===== src/rtl/fpa_pkg.sv =====
// ----------------------------------------------------------------------------
// fpa_pkg
// Shared operation codes, widths and control types of the fixed-point ALU.
// ----------------------------------------------------------------------------
package fpa_pkg;

	localparam int unsigned WORD_W    = 32;
	localparam int unsigned DIV_STEPS = 4;

	typedef enum logic [3:0] {
		OP_ADD      = 4'd0,
		OP_SUB      = 4'd1,
		OP_MUL      = 4'd2,
		OP_DIV      = 4'd3,
		OP_MIN      = 4'd4,
		OP_MAX      = 4'd5,
		OP_GT       = 4'd6,
		OP_LT       = 4'd7,
		OP_GE       = 4'd8,
		OP_LE       = 4'd9,
		OP_EQ       = 4'd10,
		OP_NE       = 4'd11,
		OP_INC      = 4'd12,
		OP_DEC      = 4'd13,
		OP_FROM_INT = 4'd14,
		OP_TO_INT   = 4'd15
	} op_t;

	typedef struct packed {
		logic neg;
		logic dz;
	} div_ctrl_t;

endpackage


===== src/rtl/fpa_mul.sv =====
// ----------------------------------------------------------------------------
// fpa_mul
// Two-stage signed multiply with truncation toward zero of the fraction.
// ----------------------------------------------------------------------------
module fpa_mul
	import fpa_pkg::*;
#(
	parameter int unsigned FRACTION_BITS = 8
) (
	input  logic                     clk,
	input  logic                     en,
	input  logic signed [WORD_W-1:0] a,
	input  logic signed [WORD_W-1:0] b,
	output logic        [WORD_W-1:0] prod
);

	localparam logic [63:0] ROUND_ADD = (64'd1 << FRACTION_BITS) - 64'd1;

	logic signed [63:0] prod_s1;
	logic        [63:0] adj;
	logic [WORD_W-1:0]  prod_s2;

	assign adj = 64'(prod_s1) + (prod_s1[63] ? ROUND_ADD : 64'd0);

	always_ff @(posedge clk) begin
		if (en) begin
			prod_s1 <= 64'(a) * 64'(b);
			prod_s2 <= adj[FRACTION_BITS +: WORD_W];
		end
	end

	assign prod = prod_s2;

endmodule


===== config.mk =====
export PLATFORM = sky130hd
export DESIGN_NAME = fpa_mul
export DESIGN_NICKNAME = d
export VERILOG_FILES = /design/src/rtl/fpa_pkg.sv /design/src/rtl/fpa_mul.sv
export SDC_FILE = /design/constraint.sdc
export NUM_CORES = 2
export LEC_CHECK = 0
export BUFFER_PORTS_ARGS = -buffer_cell sky130_fd_sc_hd__buf_2
export CAP_MARGIN = 20
export CELL_PAD_IN_SITES_DETAIL_PLACEMENT = 1
export CELL_PAD_IN_SITES_GLOBAL_PLACEMENT = 1
export CORE_AREA = 2 2 249 300
export CTS_CLUSTER_DIAMETER = 60
export DETAILED_ROUTE_END_ITERATION = 12
export DIE_AREA = 0 0 251 302
export PLACE_DENSITY_LB_ADDON = 0.15
export SYNTH_ARGS = -nofsm -noshare
export SYNTH_HDL_FRONTEND = slang
export SYNTH_SLANG_ARGS = --single-unit

===== constraint.sdc =====
create_clock -name clk -period 16.4 [get_ports clk]
set_clock_uncertainty 0.05 [all_clocks]
set_input_delay 0.82 -clock clk [delete_from_list [all_inputs] [get_ports clk]]
set_output_delay 0.82 -clock clk [all_outputs]
set_load 0.005 [all_outputs]

=== Word level (Yosys, flattened, before mapping) ===
Cells that the tools add are included.

* Word-level logic and storage cells: 5
* Output and inout bits: 32
* Bits in registers: 96

* Multiplexer cells: 1
* Multiply operators: 1
* Add/subtract/negate cells: 1

{| class="wikitable"
|+ Operators with widths
! cell !! number
|-
| $mul 32x32->64 || 1
|-
| $add 40x8->40 || 1
|-
| $mux 8 || 1
|}

=== Longest topological paths before layout ===
* Depth in word-level cells: 2
* Gate-level depth with buffers: 29
* Depth with buffers taken out: 27

=== Worst setup path before layout ===
No wires, ideal clock.

* Path kind: input port to flip-flop
* Start: input port a[31]
* End: register prod_s1[63] (data pin)
* Path slack: 8276 ps
* Data arrival time: 7916 ps
* Library setup time: 158 ps
* Required time: 16192 ps
* Cell stages on the path: 27
* Path through: clkbuf_1 nand2_1 inv_1 fa_1 inv_1 fa_1 inv_1 fa_1 fa_1 inv_1 fa_1 inv_1 fa_1 inv_1 fa_1 inv_1 fa_1 ha_1 a21o_1 a21o_1 a21oi_1 o21ai_0 a311oi_2 or3b_1 nor2_1 a21oi_1 o211ai_1

* Word-level cells in the longest chain between the ends: 1

{| class="wikitable"
|+ Ends and longest elaborated chain
! item !! RTL line !! text
|-
| start: declaration || fpa_mul.sv:12 || <nowiki>input logic signed [WORD_W-1:0] a,</nowiki>
|-
| $mul 32x32->64 || fpa_mul.sv:27 || <nowiki>prod_s1 <= 64'(a) * 64'(b);</nowiki>
|-
| end signal: assignment || fpa_mul.sv:27 ||
|-
| end: declaration || fpa_mul.sv:19 || <nowiki>logic signed [63:0] prod_s1;</nowiki>
|}

Every way passes these cells.
A chain may end at the register's enable or synchronous reset.

=== Final worst setup path ===
* Start: input port b[2]
* End: register prod_s1[63] (data pin)

* Word-level cells in the longest chain between the ends: 1

{| class="wikitable"
|+ Ends and longest elaborated chain
! item !! RTL line !! text
|-
| start: declaration || fpa_mul.sv:13 || <nowiki>input logic signed [WORD_W-1:0] b,</nowiki>
|-
| $mul 32x32->64 || fpa_mul.sv:27 ||
|}

Every way passes these cells.

==> impl_metrics.json <==
{
  "outcome": "complete, no violations",
  "drv_slew": 0,
  "area_delta_synth_final_pct": 3.94,
  "fp.dieW_um": 251,
  "hold_start": "prod_s1[20]",
  "portBuffers": 97,
  "period_minus_slack_ps": 9040,
  "placementRows": 109,
  "pin_count": 98,
  "finalSetupTns_ps": 0,
  "antenna_found_initial": 5,
  "grt_max_degree": 49,
  "wirelength_um": 117000,
  "synth_xor_area_share_pct": 1.82,
  "htree_levels": 3,
  "dp_hpwl_um": 89600,
  "hold_path_depth": 1,
  "cts_hold_buf": 0,
  "critical_path.max_stage_delay_ps": 1000,
  "clk_latency_ps": 390,
  "critPathArrivalTime_ps": 9230,
  "synth-compound-area-share_pct": 2.27,
  "grt_use_total_pct": 32.8,
  "clkSlewWorstSetupHoldPaths_ps": 80,
  "synth_fa_ha_area_share_pct": 62.8,
  "cts_tree": "done",
  "synthMuxAreaShare_pct": 0,
  "drtAntennaViolNets": 0,
  "clk_path_buf_depth": 2,
  "post_cts_buffers": 0,
  "initial_core_util_pct": 52.4,
  "cts.sinks": 73,
  "hold_path.class": "flop to flop",
  "synth.avg_cell_area_sq_um": 9.53,
  "syn-cell-area_sq_um": 38300,
  "finalCritPeriodShare_pct": 55.1,
  "post_drt_wl_per_cell_um": 23.7,
  "finalHoldViolations": 0,
  "fmax_mhz": 111,
  "cts_buffers": 9,
  "cts_root_buf": "clkbuf_16",
  "end_kind": "flop",
  "drv_cap": 0,
  "r2r-end": "prod[31]",
  "yosysWarningCount": 0,
  "vias_per_cell": 5.47,
  "die-area_sq_um": 75800,
  "synth_commonest_cells": "inv_1, fa_1, nand2_1, and2_1, clkbuf_1",
  "drive_above_1_share_pct": 4.15,
  "rsz0062_at_grt": "false",
  "nets": 5307,
  "regToRegStartpoint": "prod_s1[63]",
  "syn_inst": 4018,
  "syn_nets": 5357,
  "async_flop_share_pct": 0,
  "synth_top_family_by_area": "adder cells",
  "hold-path-endpoint": "prod[12]",
  "grt_pass1_vias": 32041,
  "core_sq_um": 73100,
  "cp_common_cell": "fa_1",
  "critPathBufInv": 8,
  "die_h_um": 302,
  "use_met2_pct": 61.9,
  "start_kind": "input port",
  "yosysMostFrequentCell": "inv_1",
  "yosysUniqueCellTypes": 60,
  "yosysTopAreaCell": "fa_1",
  "r2r_setup_slack_ps": 13210,
  "grt_use_met1_pct": 36.8,
  "cp_slowest_cell": "fa_1",
  "tightest_slew_ps": 1050,
  "drc": 0,
  "synth-simple-area-share_pct": 14.6,
  "cpLargestDelayFamily": "adder cells",
  "cts.repair.resized": 0,
  "grt-busiest-layer": "met2",
  "critPathMaxFanout": 32,
  "grt_use_met3_pct": 2.37,
  "overflow": 0,
  "routabilityCongestion": 0.867,
  "synth_top_area_share_pct": 56.6,
  "drt_iter0_drc": 1179,
  "synth-edff-count": 73,
  "dr.pass1.iters": 4,
  "worstPathRequired_ps": 16590,
  "reg2reg_depth": 10,
  "synth-seq-cells": 73,
  "vias": 26910,
  "critical_path_class": "input port to flop",
  "synthTopCellsByArea": "fa_1, inv_1, and2_1",
  "ys_seq_area_share_pct": 5.72,
  "ys.flop_type": "edfxtp_1",
  "slew_headroom_pct": 29.9,
  "setup_viol": 0,
  "grt_pass1_wl_um": 183000
}
[routing by layer]
layer	wire, um	up-vias
li1	-	11185
met1	42100	14672
met2	63300	741
met3	3880	310
met4	7330	2
met5	13	-
[metrics by stage]
| step | cell area [sq um] | cells | utilization [%] | hold WS [ps] | setup WS [ps] |
|---|---|---|---|---|---|
| final | 39800 | 4917 | 54.5 | 528 | 7360 |
| after global routing | 39800 | 4916 | 54.4 | 565 | 7000 |
| after CTS | 39800 | 4916 | 54.4 | 530 | 7330 |
| after detailed placement | 39500 | 4900 | 54.1 | 514 | 6960 |
| after global placement | 39500 | 4900 | 54.1 | 502 | 7230 |
| after floorplan | 38300 | 4018 | - | 477 | 8280 |
[how the worst max path moves through the flow]
stage	start	endpoint	slack (ps)	depth (start not counted)
floorplan	a[31]	prod_s1[63]	8280	27
global placement	b[2]	prod_s1[63]	7230	27
detailed placement	b[2]	prod_s1[63]	6960	27
CTS	b[2]	prod_s1[63]	7330	27
global route	b[2]	prod_s1[63]	7000	27
finish	b[2]	prod_s1[63]	7360	27
[sequential cells by signal (all words and copies together), names as in the netlist]
signal / flops
prod: 32
prod_s1: 41
[cell usage in the layout (no fill, tap or decap), types with 3 or more instances in the layout]
cell type / instances
o21ai_0: 19
nor3_1: 9
inv_1: 1107
fa_1: 1082
o21bai_1: 8
o211ai_1: 4
a211oi_1: 3
nand4_1: 12
xor2_1: 16
buf_2: 96
nor2_1: 53
edfxtp_1: 73
and2_1: 422
o21a_1: 3
and3_1: 7
nand2_1: 608
buf_4: 40
nand3_1: 22
a21oi_1: 48
nand2b_1: 14
xnor2_1: 61
a21o_1: 18
inv_6: 3
ha_1: 191
nor2b_1: 3
clkbuf_16: 9
[cell families (layout without fill, tap and decap cells)]
family,Yosys count,in the layout
adder cells (fa/ha/maj),1273,1273
flip-flops,73,73
buffers and inverters,1304,1259
other,0,1
XOR/XNOR,78,78
AND/OR/NAND/NOR,1161,1161
AO/OA/AOI/OAI,129,129
[area by class of cell]
| cell class | instances | area [sq um] |
|---|---|---|
| Antenna cell | 1 | 2.50 |
| Clock buffer | 9 | 225 |
| Clock inverter | 7 | 62.6 |
| Fill cell | 8239 | 33300 |
| Inverter | 1107 | 4160 |
| Multi-Input combinational cell | 2641 | 31200 |
| Sequential cell | 73 | 2190 |
| Tap cell | 943 | 1180 |
| Timing Repair Buffer | 136 | 781 |
Power is not shown: default switching activity piles up to over one toggle a cycle in this logic, so the estimate is an artifact.
