<file path="src/rtl/fpa_pkg.sv">
// ----------------------------------------------------------------------------
// fpa_pkg
// Shared operation codes, widths and control types of the fixed-point ALU.
// ----------------------------------------------------------------------------
package fpa_pkg;

	localparam int unsigned WORD_W    = 32;
	localparam int unsigned DIV_STEPS = 4;

	typedef enum logic [3:0] {
		OP_ADD      = 4'd0,
		OP_SUB      = 4'd1,
		OP_MUL      = 4'd2,
		OP_DIV      = 4'd3,
		OP_MIN      = 4'd4,
		OP_MAX      = 4'd5,
		OP_GT       = 4'd6,
		OP_LT       = 4'd7,
		OP_GE       = 4'd8,
		OP_LE       = 4'd9,
		OP_EQ       = 4'd10,
		OP_NE       = 4'd11,
		OP_INC      = 4'd12,
		OP_DEC      = 4'd13,
		OP_FROM_INT = 4'd14,
		OP_TO_INT   = 4'd15
	} op_t;

	typedef struct packed {
		logic neg;
		logic dz;
	} div_ctrl_t;

endpackage

</file>
<file path="src/rtl/fpa_div_stage.sv">
// ----------------------------------------------------------------------------
// fpa_div_stage
// One pipeline stage of the restoring divider, STEPS quotient bits per stage.
// ----------------------------------------------------------------------------
module fpa_div_stage
	import fpa_pkg::*;
#(
	parameter int unsigned QB    = 40,
	parameter int unsigned STEPS = 4
) (
	input  logic              clk,
	input  logic              en,
	input  logic [QB-1:0]     num_in,
	input  logic [WORD_W-1:0] rem_in,
	input  logic [WORD_W-1:0] den_in,
	input  logic [WORD_W-1:0] quo_in,
	input  div_ctrl_t         ctrl_in,
	output logic [QB-1:0]     num_out,
	output logic [WORD_W-1:0] rem_out,
	output logic [WORD_W-1:0] den_out,
	output logic [WORD_W-1:0] quo_out,
	output div_ctrl_t         ctrl_out
);

	logic [QB-1:0]     num_c;
	logic [WORD_W:0]   part_c;
	logic [WORD_W-1:0] rem_c;
	logic [WORD_W-1:0] quo_c;

	always_comb begin
		num_c  = num_in;
		rem_c  = rem_in;
		quo_c  = quo_in;
		part_c = '0;
		for (int i = 0; i < int'(STEPS); i++) begin
			part_c = {rem_c, num_c[QB-1]};
			num_c  = {num_c[QB-2:0], 1'b0};
			if (part_c >= {1'b0, den_in}) begin
				part_c = part_c - {1'b0, den_in};
				quo_c  = {quo_c[WORD_W-2:0], 1'b1};
			end else begin
				quo_c  = {quo_c[WORD_W-2:0], 1'b0};
			end
			rem_c = part_c[WORD_W-1:0];
		end
	end

	always_ff @(posedge clk) begin
		if (en) begin
			num_out  <= num_c;
			rem_out  <= rem_c;
			den_out  <= den_in;
			quo_out  <= quo_c;
			ctrl_out <= ctrl_in;
		end
	end

endmodule

</file>
<file path="src/rtl/fpa_divider.sv">
// ----------------------------------------------------------------------------
// fpa_divider
// Pipelined magnitude divider of (a << FRACTION_BITS) by b, low quotient word.
// ----------------------------------------------------------------------------
module fpa_divider
	import fpa_pkg::*;
#(
	parameter int unsigned FRACTION_BITS = 8
) (
	input  logic                     clk,
	input  logic                     en,
	input  logic signed [WORD_W-1:0] a,
	input  logic signed [WORD_W-1:0] b,
	output logic        [WORD_W-1:0] quo_mag,
	output div_ctrl_t                ctrl
);

	localparam int unsigned QB  = WORD_W + FRACTION_BITS;
	localparam int unsigned NST = (QB + DIV_STEPS - 1) / DIV_STEPS;

	logic [QB-1:0]     num_w  [NST+1];
	logic [WORD_W-1:0] rem_w  [NST+1];
	logic [WORD_W-1:0] den_w  [NST+1];
	logic [WORD_W-1:0] quo_w  [NST+1];
	div_ctrl_t         ctrl_w [NST+1];

	logic [WORD_W-1:0] a_mag;
	logic [WORD_W-1:0] b_mag;

	assign a_mag = a[WORD_W-1] ? WORD_W'(-a) : WORD_W'(a);
	assign b_mag = b[WORD_W-1] ? WORD_W'(-b) : WORD_W'(b);

	// prep stage
	always_ff @(posedge clk) begin
		if (en) begin
			num_w[0]      <= {a_mag, {FRACTION_BITS{1'b0}}};
			rem_w[0]      <= '0;
			den_w[0]      <= b_mag;
			quo_w[0]      <= '0;
			ctrl_w[0].neg <= a[WORD_W-1] ^ b[WORD_W-1];
			ctrl_w[0].dz  <= (b == '0);
		end
	end

	for (genvar k = 0; k < int'(NST); k++) begin : g_stage
		localparam int unsigned STEPS_K =
			(k == int'(NST) - 1) ? (QB - (NST - 1) * DIV_STEPS) : DIV_STEPS;
		fpa_div_stage #(
			.QB    (QB),
			.STEPS (STEPS_K)
		) u_stage (
			.clk      (clk),
			.en       (en),
			.num_in   (num_w[k]),
			.rem_in   (rem_w[k]),
			.den_in   (den_w[k]),
			.quo_in   (quo_w[k]),
			.ctrl_in  (ctrl_w[k]),
			.num_out  (num_w[k+1]),
			.rem_out  (rem_w[k+1]),
			.den_out  (den_w[k+1]),
			.quo_out  (quo_w[k+1]),
			.ctrl_out (ctrl_w[k+1])
		);
	end

	assign quo_mag = quo_w[NST];
	assign ctrl    = ctrl_w[NST];

endmodule

</file>
<file path="config.mk">
export PLATFORM = sky130hd
export DESIGN_NAME = fpa_divider
export DESIGN_NICKNAME = d
export VERILOG_FILES = /design/src/rtl/fpa_pkg.sv /design/src/rtl/fpa_div_stage.sv /design/src/rtl/fpa_divider.sv
export SDC_FILE = /design/constraint.sdc
export NUM_CORES = 2
export LEC_CHECK = 0
export BUFFER_PORTS_ARGS = -buffer_cell sky130_fd_sc_hd__buf_2
export CAP_MARGIN = 20
export CORE_MARGIN = 3
export CORE_UTILIZATION = 35
export CTS_CLUSTER_SIZE = 8
export DETAILED_ROUTE_END_ITERATION = 8
export SLEW_MARGIN = 20
export SYNTH_ARGS = -nofsm -noshare
export SYNTH_HDL_FRONTEND = slang
export SYNTH_SLANG_ARGS = --single-unit
</file>
<file path="constraint.sdc">
create_clock -name clk -period 26.4 [get_ports clk]
set_input_delay 5.28 -clock clk [delete_from_list [all_inputs] [get_ports clk]]
set_output_delay 5.28 -clock clk [all_outputs]
set_load 0.005 [all_outputs]
</file>
# Word level (Yosys, flattened, before mapping)
# Cells that the tools add are included.
dict set report totals {
  memories 0
  register_bits 918
  in_bits 66
  rom_bits 0
  elab_cells 216
  output_inout_bits 34
  latchBits 0
  ram_bits 0
}
dict set report classes {
  mux 73
  bitwise_logic 1
  eq_ne 0
  div 0
  n_mul 0
  n_shift 0
  addsub 41
  n_reduce_logical 1
  n_lt_le_gt_ge 40
}
# operator count
set op_table {}
lappend op_table {{$ge 33x32->1} 39}
lappend op_table {{$mux 32} 39}
lappend op_table {{$sub 32x32->32} 38}
lappend op_table {{$neg 32->32} 2}
lappend op_table {{$mux 31} 2}
lappend op_table {{$ge 1x32->1} 1}
lappend op_table {{$logic_not 32->1} 1}
lappend op_table {{$mux 1} 32}
lappend op_table {{$sub 1x32->32} 1}
lappend op_table {{$xor 1x1->1} 1}

# Logic depth before layout (Yosys ltp)
dict set report depth {
  depth_word 8
  mapped_depth 64
  mapped_depth_nobuf 58
}

# By module
# A second synthesis with hierarchy kept.
dict set report hier_totals {
  cells_unflattened 13966
  area_unflattened_um2 128460.7
}
# mod area_each_um2 n_inst cells_each seq_area_each_um2
set by_module_without_submodules {}
lappend by_module_without_submodules {{fpa_div_stage (g_stage[1].u_stage ...)} 12411.9 6 1372 4023.9}
lappend by_module_without_submodules {{fpa_div_stage (g_stage[3].u_stage)} 13015.0 1 1396 4023.9}
lappend by_module_without_submodules {{fpa_div_stage (g_stage[4].u_stage)} 12574.6 1 1347 4023.9}
lappend by_module_without_submodules {{fpa_div_stage (g_stage[0].u_stage)} 12495.7 1 1352 4023.9}
lappend by_module_without_submodules {{fpa_div_stage (g_stage[9].u_stage)} 12463.2 1 1368 4023.9}
lappend by_module_without_submodules {fpa_divider 3440.8 1 271 1981.9}

# Worst setup path after synthesis
# OpenSTA, ideal clock, no wires.
dict set report synth_timing {
  path_type {register to register}
  from {register g_stage[0].u_stage.den_out[1] (netlist name)}
  to {register g_stage[1].u_stage.rem_out[30] (netlist name)}
  setup_slack_ps 13735
  required_ps 26128
  path_stages_with_launch 58
  arrival_time_ps 12393
  setup_time_ps 272
  path_cell_list {edfxtp_1 > inv_1 > ha_1 > nor2b_1 > o21a_1 > o21ai_0 > a21oi_1 > nor2_1 > a211o_1 > and2_1 > buf_2 > buf_1 > clkbuf_1 > nor2_1 > a21oi_1 > inv_1 > ha_1 > nor2b_1 > (+22 left out) > buf_2 > buf_1 > nor2_1 > a21oi_1 > fa_1 > a21o_1 > a21oi_1 > nor2b_1 > o21a_1 > o41a_1 > a221oi_1 > nor2b_1 > o41ai_1 > o32ai_1 > or2_2 > a21boi_0 > xnor2_1 > o221ai_1}
}
dict set report synth_via {
  elab_chain_cells 8
}
# item line_no
set synth_lines {}
lappend synth_lines {{$sub 32x32->32 / $ge 33x32->1 (equally long branches)} {fpa_div_stage.sv:39, fpa_div_stage.sv:38}}
lappend synth_lines {{$mux 32} fpa_div_stage.sv:38} ;# if (part_c >= {1'b0, den_in}) begin
lappend synth_lines {{$sub 32x32->32 / $ge 33x32->1 (equally long branches)} {fpa_div_stage.sv:39, fpa_div_stage.sv:38}}
lappend synth_lines {{$mux 32} fpa_div_stage.sv:38}
lappend synth_lines {{$sub 32x32->32 / $ge 33x32->1 (equally long branches)} {fpa_div_stage.sv:39, fpa_div_stage.sv:38}}
lappend synth_lines {{$mux 32} fpa_div_stage.sv:38}
lappend synth_lines {{$sub 32x32->32 / $ge 33x32->1 (equally long branches)} {fpa_div_stage.sv:39, fpa_div_stage.sv:38}}
lappend synth_lines {{$mux 32 (*)} fpa_div_stage.sv:38}
lappend synth_lines {{named net g_stage[1].u_stage.part_c[30]} fpa_div_stage.sv:26} ;# logic [WORD_W:0] part_c;
# Mark *: on every way through the listed nets, which the timed path passes. The rest lies on a longest branch.
# A chain may end at the register's enable or synchronous reset.

# Final worst setup path
dict set report layout_timing {
  from {register g_stage[6].u_stage.den_out[1] (netlist name)}
  to {register g_stage[7].u_stage.rem_out[28] (netlist name)}
}
dict set report layout_via {
  elab_chain_cells 8
}
# item line_no
set layout_lines {}
lappend layout_lines {{$sub 32x32->32 / $ge 33x32->1 (equally long branches)} {fpa_div_stage.sv:39, fpa_div_stage.sv:38}}
lappend layout_lines {{$mux 32} fpa_div_stage.sv:38}
lappend layout_lines {{$sub 32x32->32 / $ge 33x32->1 (equally long branches)} {fpa_div_stage.sv:39, fpa_div_stage.sv:38}}
lappend layout_lines {{$mux 32} fpa_div_stage.sv:38}
lappend layout_lines {{$sub 32x32->32 / $ge 33x32->1 (equally long branches)} {fpa_div_stage.sv:39, fpa_div_stage.sv:38}}
lappend layout_lines {{$mux 32} fpa_div_stage.sv:38}
lappend layout_lines {{$sub 32x32->32 / $ge 33x32->1 (equally long branches)} {fpa_div_stage.sv:39, fpa_div_stage.sv:38}}
lappend layout_lines {{$mux 32 (*)} fpa_div_stage.sv:38}
lappend layout_lines {{named net g_stage[7].u_stage.part_c[28]} fpa_div_stage.sv:26}
# Marks and branches as above.

==> reports/metrics.csv <==
stage,metric,value,unit
status,status,"complete, no violations",
detailed_routing,dr.pass1.iters,7,
critical_path,crit_type,reg2reg,
layout,fin_cells,15555,
floorplanning,die_area,0.300,mm2
sta,setup_tns,0,ns
yosys,synth_compound_area_share,23.2,%
grt,grt_pass1_vias,81724,
floorplanning,die_w,548,um
place,place.gp.congestion,0.950,
yosys,netlist_area,0.103,mm2
clocking,cts_buffers,145,
yosys,yosys_warnings,0,
clocking,ctsHoldBuffers,0,
yosys,syn_inst,11536,
sta,slew_headroom,33.9,%
worst_hold_path,hold_class,reg2reg,
detailed_routing,viasPerCell,5.65,
layout,layout.nets,12957,
yosys,ys_ff_latch,918,
layout,fin_util,38.4,%
critical_path,crit_slowest_cell,a2111oi_2,
floorplanning,die_y,548,um
sta,postLayoutSetupSlackWorst,10.66,ns
floorplanning,num_io_pins,100,
yosys,syn_avg_cell_area,8.90,um2
grt,overflow,0,
sta,maxSlewViolCount,0,
critical_path,ff2ff_path_depth,53,
critical_path,critPathMaxFanout,48,
sta,finClkSkew,0.0811,ns
floorplanning,coreArea,0.291,mm2
clocking,postCtsSetupBuffers,0,
critical_path,endpoint,g_stage[7].u_stage.rem_out[28]$_DFFE_PP_,
yosys,synth-simple-area-share,14.0,%
job,cap_viol_max_count,0,
yosys,ys.flop_type,edfxtp_1,
yosys,ys_seq_area_share,26.9,%
detailed_routing,drcViolationCount,0,
clocking,path_clk_slew,0.05,ns
sta,hold_viol,0,
detailed_routing,ant_nets,0,
yosys,synth_top_family_by_area,compound AO/OA/AOI/OAI gates,
grt,antenna_found_initial,24,
sta,setup_viol,0,
grt,grt_first_pass_wirelength,489,mm
clocking,cts_sinks,918,
critical_path,required,26.98,ns
grt,track_usage,20.6,%
critical_path,critPathMaxStageDelay,0.63,ns
yosys,syn_nets,12881,
detailed_routing,drtIter0Drc,7272,
floorplanning,std_cell_rows,198,
critical_path,end_kind,flop,
critical_path,critPathMostFrequentCell,a21oi_1,
place,dp_hpwl,261,mm
yosys,synthXorXnorAreaFrac,8.94,%
critical_path,startpoint,g_stage[6].u_stage.den_out[1]$_DFFE_PP_,
place,post-place-ws,10.86,ns
sta,fmax,63.5,MHz
place,portBuffers,99,
detailed_routing,vias,87828,
critical_path,arrival,16.32,ns
sta,rsz0062_at_grt,false,
grt,grt_max_degree,163,
layout,drive_gt1_share,9.41,%
critical_path,rr_endpoint,g_stage[7].u_stage.rem_out[28]$_DFFE_PP_,
sta,finalCritPeriodShare,59.6,%
layout,syn_to_final_growth,8.91,%
critical_path,r2r_slack,10.66,ns
clocking,cts_root_buffer,clkbuf_16,
sta,min_period,15.74,ns
yosys,synthMuxAreaShare,7.56,%
layout,num-fill-cells,29603,
clocking,cts_tree,built,
clocking,cts.repair.resized,0,
yosys,synthArstFlopShare,0,%
yosys,synthAdderAreaFrac,15.8,%
detailed_routing,detail_route.wl_per_cell,20.8,um
clocking,insertion_delay,0.86,ns
critical_path,crit_path_start_kind,flop,
clocking,htreeDepth,4,
yosys,synth_cell_types,105,
yosys,synth_edf_count,918,
clocking,cts_buffer_depth,4,
place,placedCellCount,15365,
detailed_routing,wl,324,mm
floorplanning,floorplan.initialDensity,35.2,%
critical_path,timing.rr.start,g_stage[6].u_stage.den_out[1]$_DFFE_PP_,
sta,worstMarginPinSlew,0.990,ns
cell type report:
cell class / count / area [um2] / area share [%]
Clock buffer: 158 / 3720 / 3.33
Multi-Input combinational cell: 9671 / 71600 / 64.0
Inverter: 710 / 2670 / 2.38
Tap cell: 3900 / 4880 / 4.36
Clock inverter: 30 / 357 / 0.319
Antenna cell: 2 / 5.00 / 0.00448
Sequential cell: 918 / 27600 / 24.7
Timing Repair Buffer: 166 / 1020 / 0.913
kinds of logic (layout without fill, tap and decap cells):
group,after synthesis,after routing
XOR/XNOR,1048,1048
other,0,2
AND/OR/NAND/NOR,2960,2960
multiplexers,688,688
adder cells (fa/ha/maj),1279,1279
AO/OA/AOI/OAI,3696,3696
flip-flops,918,918
buffers and inverters,947,1064
worst max-delay path, delay by kind of cell, from the launching register on:
kind                     cells  cell delay (ns)
flip-flops                   1             0.53
multiplexers                 2             0.83
adder cells (fa/ha/maj)      4             1.19
AO/OA/AOI/OAI               33             9.72
AND/OR/NAND/NOR              8             1.48
buffers and inverters        6             1.65
layer usage:
layer | vias up | global-route usage (%) | part of all wire (%)
met5 | - | 0 | 0.016
met2 | 2449 | 33.9 | 46
met1 | 41492 | 28.5 | 46
met4 | 8 | 6.44 | 3.3
li1 | 43394 | - | -
met3 | 485 | 2.13 | 5.2
registers in the layout, summed over array words and instances (netlist names):
signal                    flops
num_w                        32
ctrl_w                        2
g_stage.u_stage.den_out     288
den_w                        32
g_stage.u_stage.quo_out     144
g_stage.u_stage.ctrl_out     20
g_stage.u_stage.num_out     112
g_stage.u_stage.rem_out     288
placed cells by master (no fill, tap or decap), types with 143 or more instances in the layout:
master     count
nor2b_1      181
edfxtp_1     918
xnor2_1      710
nand2_1      753
nand2b_1     167
nor2_1       790
nand3_1      210
ha_1        1246
mux2_2       589
o21bai_1     143
a21o_1       606
xor2_1       338
clkbuf_16    147
inv_1        702
o21a_1       233
o21ai_0      685
a21oi_1     1135
nand4_1      173
nor3_1       207
how the worst min path moves through the flow:
stage	startpoint	end	cells past startpoint
final	g_stage[5].u_stage.quo_out[2]$_DFFE_PP_	g_stage[6].u_stage.quo_out[6]$_DFFE_PP_	0
after global routing	g_stage[5].u_stage.quo_out[2]$_DFFE_PP_	g_stage[6].u_stage.quo_out[6]$_DFFE_PP_	0
after CTS	g_stage[5].u_stage.quo_out[2]$_DFFE_PP_	g_stage[6].u_stage.quo_out[6]$_DFFE_PP_	0
after detailed placement	num_w[427]$_DFFE_PP_	g_stage[0].u_stage.num_out[31]$_DFFE_PP_	0
after global placement	g_stage[0].u_stage.num_out[21]$_DFFE_PP_	g_stage[1].u_stage.num_out[25]$_DFFE_PP_	0
after floorplan	ctrl_w[20]$_DFFE_PP_	g_stage[0].u_stage.ctrl_out[0]$_DFFE_PP_	0
synthesized netlist by cell type, drive strengths merged, types with 26 or more instances:
library cell / n / area, um2
ha: 1246 / 15600
a21oi: 1137 / 5700
edfxtp: 918 / 27600
nor2: 793 / 2980
nand2: 753 / 2830
xnor2: 710 / 6220
inv: 708 / 2660
o21ai: 690 / 3460
mux2: 620 / 7070
a21o: 606 / 4550
xor2: 338 / 2960
o21a: 233 / 1750
nand3: 210 / 1050
nor3: 208 / 1050
nor2b: 181 / 1130
nand4: 173 / 1080
nand2b: 167 / 1040
clkbuf: 147 / 552
o21bai: 144 / 1080
a211oi: 99 / 761
o31ai: 93 / 708
a31oi: 92 / 582
and3: 92 / 576
buf: 90 / 464
a21boi: 79 / 593
nor4: 72 / 450
mux2i: 68 / 684
o211ai: 67 / 508
or3: 67 / 419
and2: 60 / 375
or2: 60 / 375
a221o: 43 / 430
a211o: 37 / 324
o31a: 34 / 298
fa: 33 / 661
a221oi: 32 / 287
o221ai: 30 / 263
a31o: 28 / 245
o41ai: 28 / 245
and4: 27 / 236
o2111ai: 26 / 234
through the flow:
| step | instance area (um2) | hold WS (ns) |
|---|---|---|
| 2_1_floorplan | 103000 | 0.400 |
| 3_3_place_gp | 108000 | 0.400 |
| 3_5_place_dp | 108000 | 0.405 |
| 4_1_cts | 112000 | 0.350 |
| 5_1_grt | 112000 | 0.346 |
| 6_report | 112000 | 0.356 |
Power is not shown: default switching activity piles up to over one toggle a cycle in this logic, so the estimate is an artifact.
